File: src/gdp_pkg.sv
// ----------------------------------------------------------------------------
// gdp_pkg
// Shared types and constants of the grid shortest-path block.
// ----------------------------------------------------------------------------
`default_nettype none

package gdp_pkg;

  localparam int MAX_ROWS_DEF  = 8;
  localparam int MAX_COLS_DEF  = 8;
  localparam int COST_BITS_DEF = 16;

  localparam int COORD_BITS   = 3;
  localparam int DIM_BITS     = 4;
  localparam int MODE_BITS    = 2;
  localparam int COST_IN_BITS = 16;
  localparam int CFG_IDX_BITS = 1;

  localparam logic [DIM_BITS-1:0] DIM_RESET = 4'd8;

  // input item modes
  localparam logic [MODE_BITS-1:0] MODE_WRITE = 2'd0;
  localparam logic [MODE_BITS-1:0] MODE_FILL  = 2'd1;
  localparam logic [MODE_BITS-1:0] MODE_QUERY = 2'd2;

  // config register indexes
  localparam logic [CFG_IDX_BITS-1:0] CFG_ROWS = 1'b0;
  localparam logic [CFG_IDX_BITS-1:0] CFG_COLS = 1'b1;

  // neighbor visiting order
  localparam logic [1:0] NB_UP    = 2'd0;
  localparam logic [1:0] NB_LEFT  = 2'd1;
  localparam logic [1:0] NB_DOWN  = 2'd2;
  localparam logic [1:0] NB_RIGHT = 2'd3;

  typedef enum logic [3:0] {
    OP_NONE,
    OP_ACCEPT,
    OP_INIT,
    OP_SCAN_START,
    OP_SCAN,
    OP_VISIT,
    OP_NB_RD,
    OP_NB_SKIP,
    OP_NB_WR,
    OP_PATH_WR,
    OP_PATH_LD,
    OP_EMIT_LD,
    OP_NF_LD
  } op_e;

  typedef struct packed {
    op_e op;
  } cmd_t;

  typedef struct packed {
    logic range_bad;
    logic scan_done;
    logic have;
    logic u_is_goal;
    logic nb_ok;
    logic nb_last;
    logic path_end;
    logic out_taken;
    logic out_last;
  } status_t;

endpackage

`default_nettype wire

File: src/gdp_ifs.sv
// ----------------------------------------------------------------------------
// gdp channel interfaces
// Input item, result item and config write channels, valid/ready each.
// ----------------------------------------------------------------------------
`default_nettype none

interface gdp_in_if import gdp_pkg::*; ();
  logic                    valid;
  logic                    ready;
  logic [MODE_BITS-1:0]    mode;
  logic [COORD_BITS-1:0]   cell_row;
  logic [COORD_BITS-1:0]   cell_col;
  logic [COST_IN_BITS-1:0] cost;
  logic [COORD_BITS-1:0]   start_row;
  logic [COORD_BITS-1:0]   start_col;
  logic [COORD_BITS-1:0]   goal_row;
  logic [COORD_BITS-1:0]   goal_col;

  modport source (output valid, mode, cell_row, cell_col, cost, start_row, start_col,
                  goal_row, goal_col, input ready);
  modport sink (input valid, mode, cell_row, cell_col, cost, start_row, start_col,
                goal_row, goal_col, output ready);
endinterface

interface gdp_out_if import gdp_pkg::*; ();
  logic                  valid;
  logic                  ready;
  logic [COORD_BITS-1:0] path_row;
  logic [COORD_BITS-1:0] path_col;
  logic                  found;
  logic                  last;

  modport source (output valid, path_row, path_col, found, last, input ready);
  modport sink (input valid, path_row, path_col, found, last, output ready);
endinterface

interface gdp_cfg_if import gdp_pkg::*; ();
  logic                    valid;
  logic                    ready;
  logic [CFG_IDX_BITS-1:0] index;
  logic [DIM_BITS-1:0]     data;

  modport source (output valid, index, data, input ready);
  modport sink (input valid, index, data, output ready);
endinterface

`default_nettype wire

File: src/gdp_ctrl.sv
// ----------------------------------------------------------------------------
// gdp_ctrl
// Sequencer of the search: scan rounds, relaxation, path walk, emission.
// ----------------------------------------------------------------------------
`default_nettype none

module gdp_ctrl import gdp_pkg::*; (
  input  logic                 clk_i,
  input  logic                 rst_ni,
  input  logic                 in_valid_i,
  input  logic [MODE_BITS-1:0] in_mode_i,
  input  status_t              stat_i,
  output cmd_t                 cmd_o
);

  typedef enum logic [3:0] {
    ST_IDLE, ST_INIT, ST_SCAN_START, ST_SCAN, ST_VISIT, ST_NB_RD, ST_NB_WR,
    ST_PATH_WR, ST_PATH_RD, ST_PATH_LD, ST_EMIT_RD, ST_EMIT_LD, ST_NF_LD, ST_OUT_WAIT
  } state_e;

  state_e state_q, state_d;

  always_comb begin
    state_d    = state_q;
    cmd_o.op   = OP_NONE;
    case (state_q)
      ST_IDLE: begin
        cmd_o.op = OP_ACCEPT;
        if (in_valid_i && in_mode_i == MODE_QUERY) state_d = ST_INIT;
      end
      ST_INIT: begin
        cmd_o.op = OP_INIT;
        state_d  = stat_i.range_bad ? ST_NF_LD : ST_SCAN_START;
      end
      ST_SCAN_START: begin
        cmd_o.op = OP_SCAN_START;
        state_d  = ST_SCAN;
      end
      ST_SCAN: begin
        cmd_o.op = OP_SCAN;
        if (stat_i.scan_done) state_d = ST_VISIT;
      end
      ST_VISIT: begin
        if (!stat_i.have) begin
          state_d = ST_NF_LD;
        end else begin
          cmd_o.op = OP_VISIT;
          state_d  = stat_i.u_is_goal ? ST_PATH_WR : ST_NB_RD;
        end
      end
      ST_NB_RD: begin
        if (stat_i.nb_ok) begin
          cmd_o.op = OP_NB_RD;
          state_d  = ST_NB_WR;
        end else begin
          cmd_o.op = OP_NB_SKIP;
          state_d  = stat_i.nb_last ? ST_SCAN_START : ST_NB_RD;
        end
      end
      ST_NB_WR: begin
        cmd_o.op = OP_NB_WR;
        state_d  = stat_i.nb_last ? ST_SCAN_START : ST_NB_RD;
      end
      ST_PATH_WR: begin
        cmd_o.op = OP_PATH_WR;
        state_d  = stat_i.path_end ? ST_EMIT_RD : ST_PATH_RD;
      end
      ST_PATH_RD: state_d = ST_PATH_LD;
      ST_PATH_LD: begin
        cmd_o.op = OP_PATH_LD;
        state_d  = ST_PATH_WR;
      end
      ST_EMIT_RD: state_d = ST_EMIT_LD;
      ST_EMIT_LD: begin
        cmd_o.op = OP_EMIT_LD;
        state_d  = ST_OUT_WAIT;
      end
      ST_NF_LD: begin
        cmd_o.op = OP_NF_LD;
        state_d  = ST_OUT_WAIT;
      end
      ST_OUT_WAIT: begin
        if (stat_i.out_taken) state_d = stat_i.out_last ? ST_IDLE : ST_EMIT_RD;
      end
      default: state_d = ST_IDLE;
    endcase
  end

  always_ff @(posedge clk_i or negedge rst_ni) begin
    if (!rst_ni) begin
      state_q <= ST_IDLE;
    end else begin
      state_q <= state_d;
    end
  end

endmodule

`default_nettype wire

File: src/gdp_dpath.sv
// ----------------------------------------------------------------------------
// gdp_dpath
// Cost, distance, predecessor and path memories with scan and relax logic.
// ----------------------------------------------------------------------------
`default_nettype none

module gdp_dpath import gdp_pkg::*; #(
  parameter int MAX_ROWS  = MAX_ROWS_DEF,
  parameter int MAX_COLS  = MAX_COLS_DEF,
  parameter int COST_BITS = COST_BITS_DEF
) (
  input  logic      clk_i,
  input  logic      rst_ni,
  input  cmd_t      cmd_i,
  output status_t   stat_o,
  gdp_in_if.sink    in_i,
  gdp_out_if.source out_o,
  gdp_cfg_if.sink   cfg_i
);

  localparam int CELLS     = MAX_ROWS * MAX_COLS;
  localparam int CELL_BITS = (CELLS > 1) ? $clog2(CELLS) : 1;
  localparam int CNT_BITS  = CELL_BITS + 1;
  localparam int DIST_BITS = COST_BITS + CELL_BITS;
  localparam int RC_BITS   = 2 * COORD_BITS;

  function automatic logic [CELL_BITS-1:0] to_idx(input logic [COORD_BITS-1:0] r,
                                                  input logic [COORD_BITS-1:0] c,
                                                  input logic [DIM_BITS-1:0]   w);
    logic [COORD_BITS+DIM_BITS-1:0] p;
    p = ({{DIM_BITS{1'b0}}, r} * {{COORD_BITS{1'b0}}, w}) + {{DIM_BITS{1'b0}}, c};
    return p[CELL_BITS-1:0];
  endfunction

  // config
  logic [DIM_BITS-1:0] rows_q, cols_q, rows_eff, cols_eff;
  logic [2*DIM_BITS-1:0] n_full;
  logic [CNT_BITS-1:0] n_cnt;

  // memories
  logic [COST_BITS-1:0] cost_mem [CELLS];
  logic [DIST_BITS-1:0] dist_mem [CELLS];
  logic [RC_BITS-1:0]   pred_mem [CELLS];
  logic [RC_BITS-1:0]   pbuf_mem [CELLS];
  logic [CELLS-1:0]     cvalid_q, reached_q, visited_q;
  logic [COST_BITS-1:0] fill_q, crd_q;
  logic                 cval_q;
  logic [DIST_BITS-1:0] dist_rd_q;
  logic [RC_BITS-1:0]   pred_rd_q, pb_rd_q;

  // query
  logic [COORD_BITS-1:0] sr_q, sc_q, gr_q, gc_q;
  logic [CELL_BITS-1:0]  s_idx, g_idx, w_idx;
  logic                  in_fire, range_bad;

  // scan
  logic [CNT_BITS-1:0]   scan_i_q;
  logic [COORD_BITS-1:0] sc_r_q, sc_c_q, p_r_q, p_c_q, u_r_q, u_c_q;
  logic [CELL_BITS-1:0]  p_idx_q, u_idx_q;
  logic                  p_valid_q, have_q, issue, cand;
  logic [DIST_BITS-1:0]  best_q;

  // relax
  logic [1:0]            nb_q;
  logic                  nb_ok;
  logic [CELL_BITS-1:0]  v_idx, v_q, cols_c, rd_addr;
  logic [COST_BITS-1:0]  cost_v;
  logic [DIST_BITS-1:0]  alt;
  logic                  better;

  // path and output
  logic [COORD_BITS-1:0] cur_r_q, cur_c_q;
  logic [CELL_BITS-1:0]  cur_idx, e_q;
  logic [CNT_BITS-1:0]   len_q;
  logic                  out_valid_q, out_found_q, out_last_q, out_taken;
  logic [COORD_BITS-1:0] out_row_q, out_col_q;

  always_comb begin
    rows_eff = rows_q;
    if (rows_q == '0) rows_eff = DIM_BITS'(1);
    else if (rows_q > DIM_BITS'(MAX_ROWS)) rows_eff = DIM_BITS'(MAX_ROWS);
    cols_eff = cols_q;
    if (cols_q == '0) cols_eff = DIM_BITS'(1);
    else if (cols_q > DIM_BITS'(MAX_COLS)) cols_eff = DIM_BITS'(MAX_COLS);
  end

  assign n_full  = rows_eff * cols_eff;
  assign n_cnt   = n_full[CNT_BITS-1:0];
  assign cols_c  = CELL_BITS'(cols_eff);

  assign in_i.ready  = (cmd_i.op == OP_ACCEPT);
  assign in_fire     = in_i.valid && in_i.ready;
  assign cfg_i.ready = 1'b1;

  assign s_idx   = to_idx(sr_q, sc_q, cols_eff);
  assign g_idx   = to_idx(gr_q, gc_q, cols_eff);
  assign w_idx   = to_idx(in_i.cell_row, in_i.cell_col, cols_eff);
  assign cur_idx = to_idx(cur_r_q, cur_c_q, cols_eff);

  assign range_bad = (DIM_BITS'(sr_q) >= rows_eff) || (DIM_BITS'(sc_q) >= cols_eff) ||
                     (DIM_BITS'(gr_q) >= rows_eff) || (DIM_BITS'(gc_q) >= cols_eff);

  assign issue = (cmd_i.op == OP_SCAN) && (scan_i_q < n_cnt);
  assign cand  = p_valid_q && reached_q[p_idx_q] && !visited_q[p_idx_q] &&
                 (!have_q || dist_rd_q < best_q);

  always_comb begin
    nb_ok = 1'b0;
    v_idx = u_idx_q;
    case (nb_q)
      NB_UP: begin
        nb_ok = (u_r_q != '0);
        v_idx = u_idx_q - cols_c;
      end
      NB_LEFT: begin
        nb_ok = (u_c_q != '0);
        v_idx = u_idx_q - CELL_BITS'(1);
      end
      NB_DOWN: begin
        nb_ok = (DIM_BITS'(u_r_q) + DIM_BITS'(1)) < rows_eff;
        v_idx = u_idx_q + cols_c;
      end
      NB_RIGHT: begin
        nb_ok = (DIM_BITS'(u_c_q) + DIM_BITS'(1)) < cols_eff;
        v_idx = u_idx_q + CELL_BITS'(1);
      end
      default: nb_ok = 1'b0;
    endcase
  end

  assign rd_addr = (cmd_i.op == OP_NB_RD) ? v_idx : scan_i_q[CELL_BITS-1:0];
  assign cost_v  = cval_q ? crd_q : fill_q;
  assign alt     = best_q + DIST_BITS'(cost_v);
  assign better  = !reached_q[v_q] || (alt < dist_rd_q);
  assign out_taken = out_valid_q && out_o.ready;

  assign stat_o.range_bad = range_bad;
  assign stat_o.scan_done = (scan_i_q >= n_cnt) && !p_valid_q;
  assign stat_o.have      = have_q;
  assign stat_o.u_is_goal = (u_idx_q == g_idx);
  assign stat_o.nb_ok     = nb_ok;
  assign stat_o.nb_last   = (nb_q == NB_RIGHT);
  assign stat_o.path_end  = ((cur_r_q == sr_q) && (cur_c_q == sc_q)) ||
                            (len_q == CNT_BITS'(CELLS - 1));
  assign stat_o.out_taken = out_taken;
  assign stat_o.out_last  = out_last_q;

  assign out_o.valid    = out_valid_q;
  assign out_o.path_row = out_row_q;
  assign out_o.path_col = out_col_q;
  assign out_o.found    = out_found_q;
  assign out_o.last     = out_last_q;

  // memories
  always_ff @(posedge clk_i) begin
    if (in_fire && in_i.mode == MODE_WRITE &&
        DIM_BITS'(in_i.cell_row) < rows_eff && DIM_BITS'(in_i.cell_col) < cols_eff) begin
      cost_mem[w_idx] <= COST_BITS'(in_i.cost);
    end
    crd_q <= cost_mem[v_idx];
  end

  always_ff @(posedge clk_i) begin
    if (cmd_i.op == OP_INIT && !range_bad) begin
      dist_mem[s_idx] <= '0;
      pred_mem[s_idx] <= {sr_q, sc_q};
    end else if (cmd_i.op == OP_NB_WR && better) begin
      dist_mem[v_q] <= alt;
      pred_mem[v_q] <= {u_r_q, u_c_q};
    end
    dist_rd_q <= dist_mem[rd_addr];
    pred_rd_q <= pred_mem[cur_idx];
  end

  always_ff @(posedge clk_i) begin
    if (cmd_i.op == OP_PATH_WR) pbuf_mem[len_q[CELL_BITS-1:0]] <= {cur_r_q, cur_c_q};
    pb_rd_q <= pbuf_mem[e_q];
  end

  // payload registers
  always_ff @(posedge clk_i) begin
    if (in_fire) begin
      sr_q <= in_i.start_row;
      sc_q <= in_i.start_col;
      gr_q <= in_i.goal_row;
      gc_q <= in_i.goal_col;
    end
    p_idx_q <= scan_i_q[CELL_BITS-1:0];
    p_r_q   <= sc_r_q;
    p_c_q   <= sc_c_q;
    if (cand) begin
      best_q  <= dist_rd_q;
      u_idx_q <= p_idx_q;
      u_r_q   <= p_r_q;
      u_c_q   <= p_c_q;
    end
    if (cmd_i.op == OP_NB_RD) v_q <= v_idx;
    case (cmd_i.op)
      OP_VISIT: begin
        cur_r_q <= gr_q;
        cur_c_q <= gc_q;
      end
      OP_PATH_LD: {cur_r_q, cur_c_q} <= pred_rd_q;
      OP_EMIT_LD: begin
        out_row_q   <= pb_rd_q[RC_BITS-1:COORD_BITS];
        out_col_q   <= pb_rd_q[COORD_BITS-1:0];
        out_found_q <= 1'b1;
        out_last_q  <= (e_q == '0);
      end
      OP_NF_LD: begin
        out_row_q   <= '0;
        out_col_q   <= '0;
        out_found_q <= 1'b0;
        out_last_q  <= 1'b1;
      end
      default: ;
    endcase
  end

  // control registers
  always_ff @(posedge clk_i or negedge rst_ni) begin
    if (!rst_ni) begin
      rows_q      <= DIM_RESET;
      cols_q      <= DIM_RESET;
      cvalid_q    <= '0;
      cval_q      <= 1'b0;
      fill_q      <= '0;
      reached_q   <= '0;
      visited_q   <= '0;
      scan_i_q    <= '0;
      sc_r_q      <= '0;
      sc_c_q      <= '0;
      p_valid_q   <= 1'b0;
      have_q      <= 1'b0;
      nb_q        <= NB_UP;
      len_q       <= '0;
      e_q         <= '0;
      out_valid_q <= 1'b0;
    end else begin
      if (cfg_i.valid) begin
        if (cfg_i.index == CFG_ROWS) rows_q <= cfg_i.data;
        if (cfg_i.index == CFG_COLS) cols_q <= cfg_i.data;
      end
      cval_q <= cvalid_q[v_idx];
      if (in_fire && in_i.mode == MODE_FILL) begin
        cvalid_q <= '0;
        fill_q   <= COST_BITS'(in_i.cost);
      end else if (in_fire && in_i.mode == MODE_WRITE &&
                   DIM_BITS'(in_i.cell_row) < rows_eff &&
                   DIM_BITS'(in_i.cell_col) < cols_eff) begin
        cvalid_q[w_idx] <= 1'b1;
      end
      // issue is low outside the scan, so this also clears it at scan start
      p_valid_q <= issue;
      if (cand) have_q <= 1'b1;
      if (issue) begin
        scan_i_q <= scan_i_q + CNT_BITS'(1);
        if ((DIM_BITS'(sc_c_q) + DIM_BITS'(1)) == cols_eff) begin
          sc_c_q <= '0;
          sc_r_q <= sc_r_q + COORD_BITS'(1);
        end else begin
          sc_c_q <= sc_c_q + COORD_BITS'(1);
        end
      end
      if (out_taken) begin
        out_valid_q <= 1'b0;
        e_q         <= e_q - CELL_BITS'(1);
      end
      case (cmd_i.op)
        OP_INIT: begin
          visited_q <= '0;
          reached_q <= range_bad ? '0 : (CELLS'(1) << s_idx);
        end
        OP_SCAN_START: begin
          scan_i_q  <= '0;
          sc_r_q    <= '0;
          sc_c_q    <= '0;
          have_q    <= 1'b0;
        end
        OP_VISIT: begin
          visited_q[u_idx_q] <= 1'b1;
          nb_q  <= NB_UP;
          len_q <= '0;
        end
        OP_NB_SKIP: nb_q <= nb_q + 2'd1;
        OP_NB_WR: begin
          nb_q <= nb_q + 2'd1;
          if (better) reached_q[v_q] <= 1'b1;
        end
        OP_PATH_WR: begin
          len_q <= len_q + CNT_BITS'(1);
          e_q   <= len_q[CELL_BITS-1:0];
        end
        OP_EMIT_LD, OP_NF_LD: out_valid_q <= 1'b1;
        default: ;
      endcase
    end
  end

  // a cell is only ever visited after it was reached
  a_visit_reached: assert property (@(posedge clk_i) disable iff (!rst_ni)
    (visited_q & ~reached_q) == '0)
    else $error("visited cell not reached");

  a_visit_have: assert property (@(posedge clk_i) disable iff (!rst_ni)
    cmd_i.op == OP_VISIT |-> have_q)
    else $error("visit without a scan winner");

  a_nf_last: assert property (@(posedge clk_i) disable iff (!rst_ni)
    (out_valid_q && !out_found_q) |-> out_last_q)
    else $error("not-found result not marked last");

  a_accept_clear: assert property (@(posedge clk_i) disable iff (!rst_ni)
    in_fire |-> !out_valid_q)
    else $error("item accepted while a result is pending");

endmodule

`default_nettype wire

File: src/grid_dijkstra_path.sv
// ----------------------------------------------------------------------------
// grid_dijkstra_path
// Dijkstra shortest path over a 4-connected grid of cell entry costs.
// ----------------------------------------------------------------------------
// A fill clears the per-cell valid bits and latches the fill cost; unwritten
// cells read that cost. A query runs in rounds, n = rows * cols: each round
// has a setup step, scans all n distances through the single read port of
// the distance memory, one cell a cycle, then drains the read pipeline,
// visits the chosen cell and walks four neighbor slots: a slot off the grid
// is skipped, a neighbor on the grid is read, then compared and written.
// The path is walked back through the predecessor memory into a buffer
// (write, read, then load for each cell) and then sent start first, one
// result per transfer; a new item is taken once the last result of a query
// has been transferred.
// ----------------------------------------------------------------------------
`default_nettype none

module grid_dijkstra_path import gdp_pkg::*; #(
  parameter int MAX_ROWS  = MAX_ROWS_DEF,
  parameter int MAX_COLS  = MAX_COLS_DEF,
  parameter int COST_BITS = COST_BITS_DEF
) (
  input  logic      clk_i,
  input  logic      rst_ni,
  gdp_in_if.sink    in_i,
  gdp_out_if.source out_o,
  gdp_cfg_if.sink   cfg_i
);

  cmd_t    cmd;
  status_t stat;

  // sequencer: owns the search order, drives one command per cycle
  gdp_ctrl u_ctrl (
    .clk_i      (clk_i),
    .rst_ni     (rst_ni),
    .in_valid_i (in_i.valid),
    .in_mode_i  (in_i.mode),
    .stat_i     (stat),
    .cmd_o      (cmd)
  );

  // datapath: memories, scan minimum, relax compare, path buffer, output reg
  gdp_dpath #(
    .MAX_ROWS  (MAX_ROWS),
    .MAX_COLS  (MAX_COLS),
    .COST_BITS (COST_BITS)
  ) u_dpath (
    .clk_i  (clk_i),
    .rst_ni (rst_ni),
    .cmd_i  (cmd),
    .stat_o (stat),
    .in_i   (in_i),
    .out_o  (out_o),
    .cfg_i  (cfg_i)
  );

endmodule

`default_nettype wire

File: src/flat_wrapper.sv
// flat-port wrapper written by rule: the top's interface ports become plain ports
module grid_dijkstra_path_flat import gdp_pkg::*;
#(
  parameter int MAX_ROWS  = MAX_ROWS_DEF,
  parameter int MAX_COLS  = MAX_COLS_DEF,
  parameter int COST_BITS = COST_BITS_DEF
)
  (clk_i, rst_ni, in_i_valid, in_i_mode, in_i_cell_row, in_i_cell_col, in_i_cost, in_i_start_row, in_i_start_col, in_i_goal_row, in_i_goal_col, in_i_ready, out_o_valid, out_o_path_row, out_o_path_col, out_o_found, out_o_last, out_o_ready, cfg_i_valid, cfg_i_index, cfg_i_data, cfg_i_ready);
  gdp_in_if in_i_i ();
  gdp_out_if out_o_i ();
  gdp_cfg_if cfg_i_i ();
  input  logic clk_i;
  input  logic rst_ni;
  input wire logic [$bits(in_i_i.valid)-1:0] in_i_valid;
  input wire logic [$bits(in_i_i.mode)-1:0] in_i_mode;
  input wire logic [$bits(in_i_i.cell_row)-1:0] in_i_cell_row;
  input wire logic [$bits(in_i_i.cell_col)-1:0] in_i_cell_col;
  input wire logic [$bits(in_i_i.cost)-1:0] in_i_cost;
  input wire logic [$bits(in_i_i.start_row)-1:0] in_i_start_row;
  input wire logic [$bits(in_i_i.start_col)-1:0] in_i_start_col;
  input wire logic [$bits(in_i_i.goal_row)-1:0] in_i_goal_row;
  input wire logic [$bits(in_i_i.goal_col)-1:0] in_i_goal_col;
  output wire logic [$bits(in_i_i.ready)-1:0] in_i_ready;
  output wire logic [$bits(out_o_i.valid)-1:0] out_o_valid;
  output wire logic [$bits(out_o_i.path_row)-1:0] out_o_path_row;
  output wire logic [$bits(out_o_i.path_col)-1:0] out_o_path_col;
  output wire logic [$bits(out_o_i.found)-1:0] out_o_found;
  output wire logic [$bits(out_o_i.last)-1:0] out_o_last;
  input wire logic [$bits(out_o_i.ready)-1:0] out_o_ready;
  input wire logic [$bits(cfg_i_i.valid)-1:0] cfg_i_valid;
  input wire logic [$bits(cfg_i_i.index)-1:0] cfg_i_index;
  input wire logic [$bits(cfg_i_i.data)-1:0] cfg_i_data;
  output wire logic [$bits(cfg_i_i.ready)-1:0] cfg_i_ready;
  assign in_i_i.valid = in_i_valid;
  assign in_i_i.mode = in_i_mode;
  assign in_i_i.cell_row = in_i_cell_row;
  assign in_i_i.cell_col = in_i_cell_col;
  assign in_i_i.cost = in_i_cost;
  assign in_i_i.start_row = in_i_start_row;
  assign in_i_i.start_col = in_i_start_col;
  assign in_i_i.goal_row = in_i_goal_row;
  assign in_i_i.goal_col = in_i_goal_col;
  assign in_i_ready = in_i_i.ready;
  assign out_o_valid = out_o_i.valid;
  assign out_o_path_row = out_o_i.path_row;
  assign out_o_path_col = out_o_i.path_col;
  assign out_o_found = out_o_i.found;
  assign out_o_last = out_o_i.last;
  assign out_o_i.ready = out_o_ready;
  assign cfg_i_i.valid = cfg_i_valid;
  assign cfg_i_i.index = cfg_i_index;
  assign cfg_i_i.data = cfg_i_data;
  assign cfg_i_ready = cfg_i_i.ready;
  grid_dijkstra_path #(.MAX_ROWS(MAX_ROWS), .MAX_COLS(MAX_COLS), .COST_BITS(COST_BITS)) u_core (.clk_i(clk_i), .rst_ni(rst_ni), .in_i(in_i_i), .out_o(out_o_i), .cfg_i(cfg_i_i));
endmodule
File: config.mk
export PLATFORM = sky130hd
export DESIGN_NAME = grid_dijkstra_path_flat
export DESIGN_NICKNAME = d
export VERILOG_FILES = /design/src/gdp_pkg.sv /design/src/gdp_ifs.sv /design/src/gdp_ctrl.sv /design/src/gdp_dpath.sv /design/src/grid_dijkstra_path.sv /design/src/flat_wrapper.sv
export SDC_FILE = /design/constraint.sdc
export NUM_CORES = 2
export LEC_CHECK = 0
export BUFFER_PORTS_ARGS = -buffer_cell sky130_fd_sc_hd__buf_2
export CELL_PAD_IN_SITES_DETAIL_PLACEMENT = 2
export CELL_PAD_IN_SITES_GLOBAL_PLACEMENT = 2
export CORE_UTILIZATION = 44
export DETAILED_ROUTE_END_ITERATION = 6
export GPL_TIMING_DRIVEN = 0
export PLACE_DENSITY = 0.73
export SYNTH_ARGS = -nofsm -noshare
export SYNTH_HDL_FRONTEND = slang
export SYNTH_SLANG_ARGS = --single-unit
File: constraint.sdc
create_clock -name clk_i -period 8.3 [get_ports clk_i]
set_input_delay 0.415 -clock clk_i [delete_from_list [all_inputs] [get_ports clk_i]]
set_output_delay 0.415 -clock clk_i [all_outputs]
set_load 0.03 [all_outputs]
==> run_results.csv <==
group,metric,value,unit
sta,setup_slack,-0.2645,ns
synth,yosysTopAreaCell,"edfxtp_1",
global_routing,track_usage,0.3334,
layout,instances_no_fill,14030,
pwr,vdd_drop_max,0.2553,mV
floorplanning,core-area,326900,um^2
critical_path,max_stage_delay,0.89,ns
clock_network,cts_buffers,382,
floorplanning,io_pins,57,
route,wire_per_inst,40.07,um
critical_path,crit_family,"buffers and inverters",
critical_path,rr_endpoint,"u_core.u_dpath.dist_rd_q[13]",
critical_path,reg2reg_depth,20,
placed_design,hpwl,360.5,mm
pwr,internal_power,39.59,mW
placed_design,port_buffers,55,
global_routing,first_global_vias,96513,
placed_design,placed_cells,13264,
synth,synth_ff_type,"edfxtp_1",
floorplanning,core.rowCount,210,
global_routing,grt_max_degree,93,
floorplanning,die_x,575.0,um
pwr,p_comb_frac,0.397,
sta,fmax,0.1168,GHz
clock_network,clk_latency,1.00,ns
sta,hold_viol,0,
layout,drive_above_1_share,0.1921,
status,violations,"max-capacitance violations, max-slew violations, negative setup slack",
floorplanning,dieArea,330600,um^2
synth,synth.distinct_cells,82,
synth,yosysWarnings,0,
global_routing,overflow,0,
critical_path,crit_slowest_cell,"clkdlybuf4s15_1",
route,routed_wirelength,562.2,mm
worst_hold_path,min_path_type,"in2async",
sta,setup_violations,8,
synth,synth_seq_area_share,0.7312,
route,vias_per_cell,6.433,
sta,finalClockSkew,0.08944,ns
route,dr_total_vias,90262,
global_routing,grt_pass1_wl,774.0,mm
clock_network,h-tree-depth,5,
synth,post-synth-top-count-cell,"edfxtp_1",
synth,synth_edf_count,3266,
pwr,swShare,0.3962,
layout,synthToLayoutAreaGrowth,16.58,%
synth,synth_common_cells,"edfxtp_1, nand2_1, mux4_2",
critical_path,critPathBufInv,5,
synth,ys_ff_latch,3580,
critical_path,crit_required,9.10,ns
sta,slew_headroom,-0.1126,
synth,async_flop_share,0.07039,
critical_path,end_kind,"flop",
critical_path,r2r_slack,-0.26,ns
synth,synth_fp_nets,8892,
floorplanning,die_y,575.0,um
global_routing,antenna_found_initial,39,
sta,maxSlewViolCount,14,
placed_design,place_congestion,0.9425,
clock_network,cts_tree,"done",
critical_path,path_cells,"o21bai_1, clkbuf_1, and2_1, clkbuf_1, inv_2, ha_1, nand2_1, o21ai_0, ha_1, a21o_1, a21oi_1, xnor2_1, clkbuf_2, nor3_1, a21oi_4, clkdlybuf4s15_1, o22ai_1, o21ai_0, o2111ai_1, or3_1",
critical_path,worstPathMaxFanout,10,
route,drt_pass1_iterations,6,
pwr,seq_power_share,0.327,
critical_path,cp-start-kind,"flop",
critical_path,timing.rr.start,"u_core.u_dpath.cols_q[1]",
floorplanning,initial_core_util,0.4419,
synth,synth_area_leaders,"edfxtp_1, mux4_2, dfrtp_1",
clock_network,clockBufferDepth,4,
sta,fin_crit_sh,1.032,
clock_network,numClockSinks,3580,
status,status,"finished, violations left",
route,drtIter0Drc,10675,
route,drtAntennaViolNets,0,
clock_network,cts.clk_slew.worst_paths,0.07,ns
pwr,p_clk_frac,0.276,
layout,fin_nets,9569,
placed_design,post-place-ws,-0.7431,ns
job,cap_viol_max_count,2,
pwr,leakagePower,57.12,nW
synth,syn_area_per_cell,16.67,um^2
layout,fin_util,0.5152,
sta,hold_slack,0.03604,ns
synth,syn_area,144500,um^2
synth,syn_inst,8667,
sta,tightest_slew,1.663,ns
pwr,p_sw,25.98,mW
synth,yosysTopAreaCellShare,0.6789,
route,drc,0,
clock_network,clockRootBuffer,"clkbuf_16",
critical_path,crit_type,"reg2reg",
critical_path,crit_arrival,9.37,ns
pwr,pwr_density_cell,389.4,nW/um^2
sta,fin_crit,8.565,ns
-- state kept, by name, indices dropped and copies added, names as in the netlist, 4 cells and up --
| signal | count |
|---|---|
| u_core.u_dpath.dist_mem | 1408 |
| u_core.u_dpath.cost_mem | 1024 |
| u_core.u_dpath.pbuf_mem | 384 |
| u_core.u_dpath.pred_mem | 384 |
| u_core.u_dpath.cvalid_q | 64 |
| u_core.u_dpath.reached_q | 64 |
| u_core.u_dpath.visited_q | 64 |
| u_core.u_dpath.best_q | 22 |
| u_core.u_dpath.dist_rd_q | 22 |
| u_core.u_dpath.crd_q | 16 |
| u_core.u_dpath.fill_q | 16 |
| u_core.u_dpath.len_q | 7 |
| u_core.u_dpath.scan_i_q | 7 |
| u_core.u_dpath.e_q | 6 |
| u_core.u_dpath.p_idx_q | 6 |
| u_core.u_dpath.pb_rd_q | 6 |
| u_core.u_dpath.pred_rd_q | 6 |
| u_core.u_dpath.u_idx_q | 6 |
| u_core.u_dpath.v_q | 6 |
| u_core.u_ctrl.state_q | 4 |
| u_core.u_dpath.cols_q | 4 |
| u_core.u_dpath.rows_q | 4 |
-- routing by layer --
metal / wire [um] / track usage / vias to the layer above
met5: 164 / 0 / -
met4: 31440 / 0.1582 / 26
met3: 43540 / 0.05344 / 1407
met2: 278300 / 0.5647 / 5213
met1: 208700 / 0.4204 / 48482
li1: - / - / 35134
-- power groups by stage --
stage / clock network [mW] / registers (mW) / logic, mW
global placement: 0 / 21.9 / 22.8
finish: 18.1 / 21.4 / 26.1
detailed placement: 0 / 21.7 / 24.8
floorplan: 0 / 21.5 / 14.0
CTS: 18.2 / 21.4 / 25.5
global route: 18.7 / 21.4 / 26.7
-- cell families (layout without fill, tap and decap cells) --
family / after synthesis / count (layout) / share of synthesized area
buffers and inverters: 627 / 1632 / 0.01828
muxes: 932 / 932 / 0.1167
other: 1 / 11 / 0.00002596
AOI/OAI and AO/OA: 1005 / 1006 / 0.04251
adders and majority gates: 179 / 179 / 0.01665
xor gates and xnor gates: 86 / 86 / 0.005214
DFF: 3580 / 3580 / 0.7312
and+or+nand+nor: 2257 / 2258 / 0.06945
-- placed cells by master, fill, tap and decap left out, types with 43 or more instances in the layout --
master	count
a21oi_1	341
and2_1	47
buf_1	71
buf_12	87
buf_16	43
buf_2	153
buf_4	55
buf_8	61
clkbuf_1	341
clkbuf_16	389
clkinv_1	68
clkinv_2	73
dfrtp_1	250
dfxtp_1	62
edfxtp_1	3266
ha_1	157
inv_1	137
mux2_2	51
mux2i_1	281
mux4_2	596
nand2_1	1023
nand3_1	374
nand4_1	98
nor2_1	322
nor2_2	64
nor2_4	68
o21a_1	67
o21ai_0	150
o22ai_1	179
xnor2_1	56
-- per-stage QoR --
stage / setup TNS, ns / power [mW] / instance area, um^2
after floorplan: 0 / 35.50 / 144500
after global placement: -6958.99 / 44.73 / 150200
after detailed placement: -286.84 / 46.53 / 155000
after CTS: -1.901 / 65.10 / 168100
after global routing: -0.1011 / 66.84 / 168400
final: -0.9156 / 65.57 / 168400
-- worst register-to-register path: cells and delay by family (launching register included) --
kind | cells | cell delay, ns
compound gates | 8 | 2.66
flops | 1 | 0.43
xor+xnor | 1 | 0.61
fa+ha+maj | 2 | 0.67
buf+inv | 5 | 2.87
simple gates | 4 | 1.14
-- cell type report --
cell class                 instances  area [um^2]
buffer                           486         2148
inverter                         141        529.3
fill                           29138       158500
timing repair buffer             291         4588
antenna                           10        25.02
clock buffer                     497        10350
sequential                      3580       105600
clock inverter                   217         2400
tap                             4346         5438
multi-input combinational       4462        37310
-- worst max-delay path by stage --
stage,from,to,slack [ns],depth (start not counted)
after floorplan,u_core.u_dpath.cval_q,u_core.u_dpath.pred_mem[0][0],0.57,24
after global placement,u_core.u_dpath.cval_q,u_core.u_dpath.dist_mem[18][13],-4.51,22
after detailed placement,u_core.u_dpath.cval_q,u_core.u_dpath.pred_mem[35][0],-0.74,23
after CTS,u_core.u_dpath.cols_q[1],u_core.u_dpath.crd_q[5],-0.32,18
after global routing,u_core.u_dpath.cols_q[1],u_core.u_dpath.dist_rd_q[19],-0.10,20
final,u_core.u_dpath.cols_q[1],u_core.u_dpath.dist_rd_q[13],-0.26,20
-- timing repair --
action	in CTS	in global routing
gates cloned	1	1
buffers inserted	7	13
hold buffers	20	0
endpoints found under the setup margin	3080	1219
endpoints found under the hold margin	106	0
pin swaps	6	4
resized for setup	26	28
No activity file was read; power rests on OpenSTA's default activity.
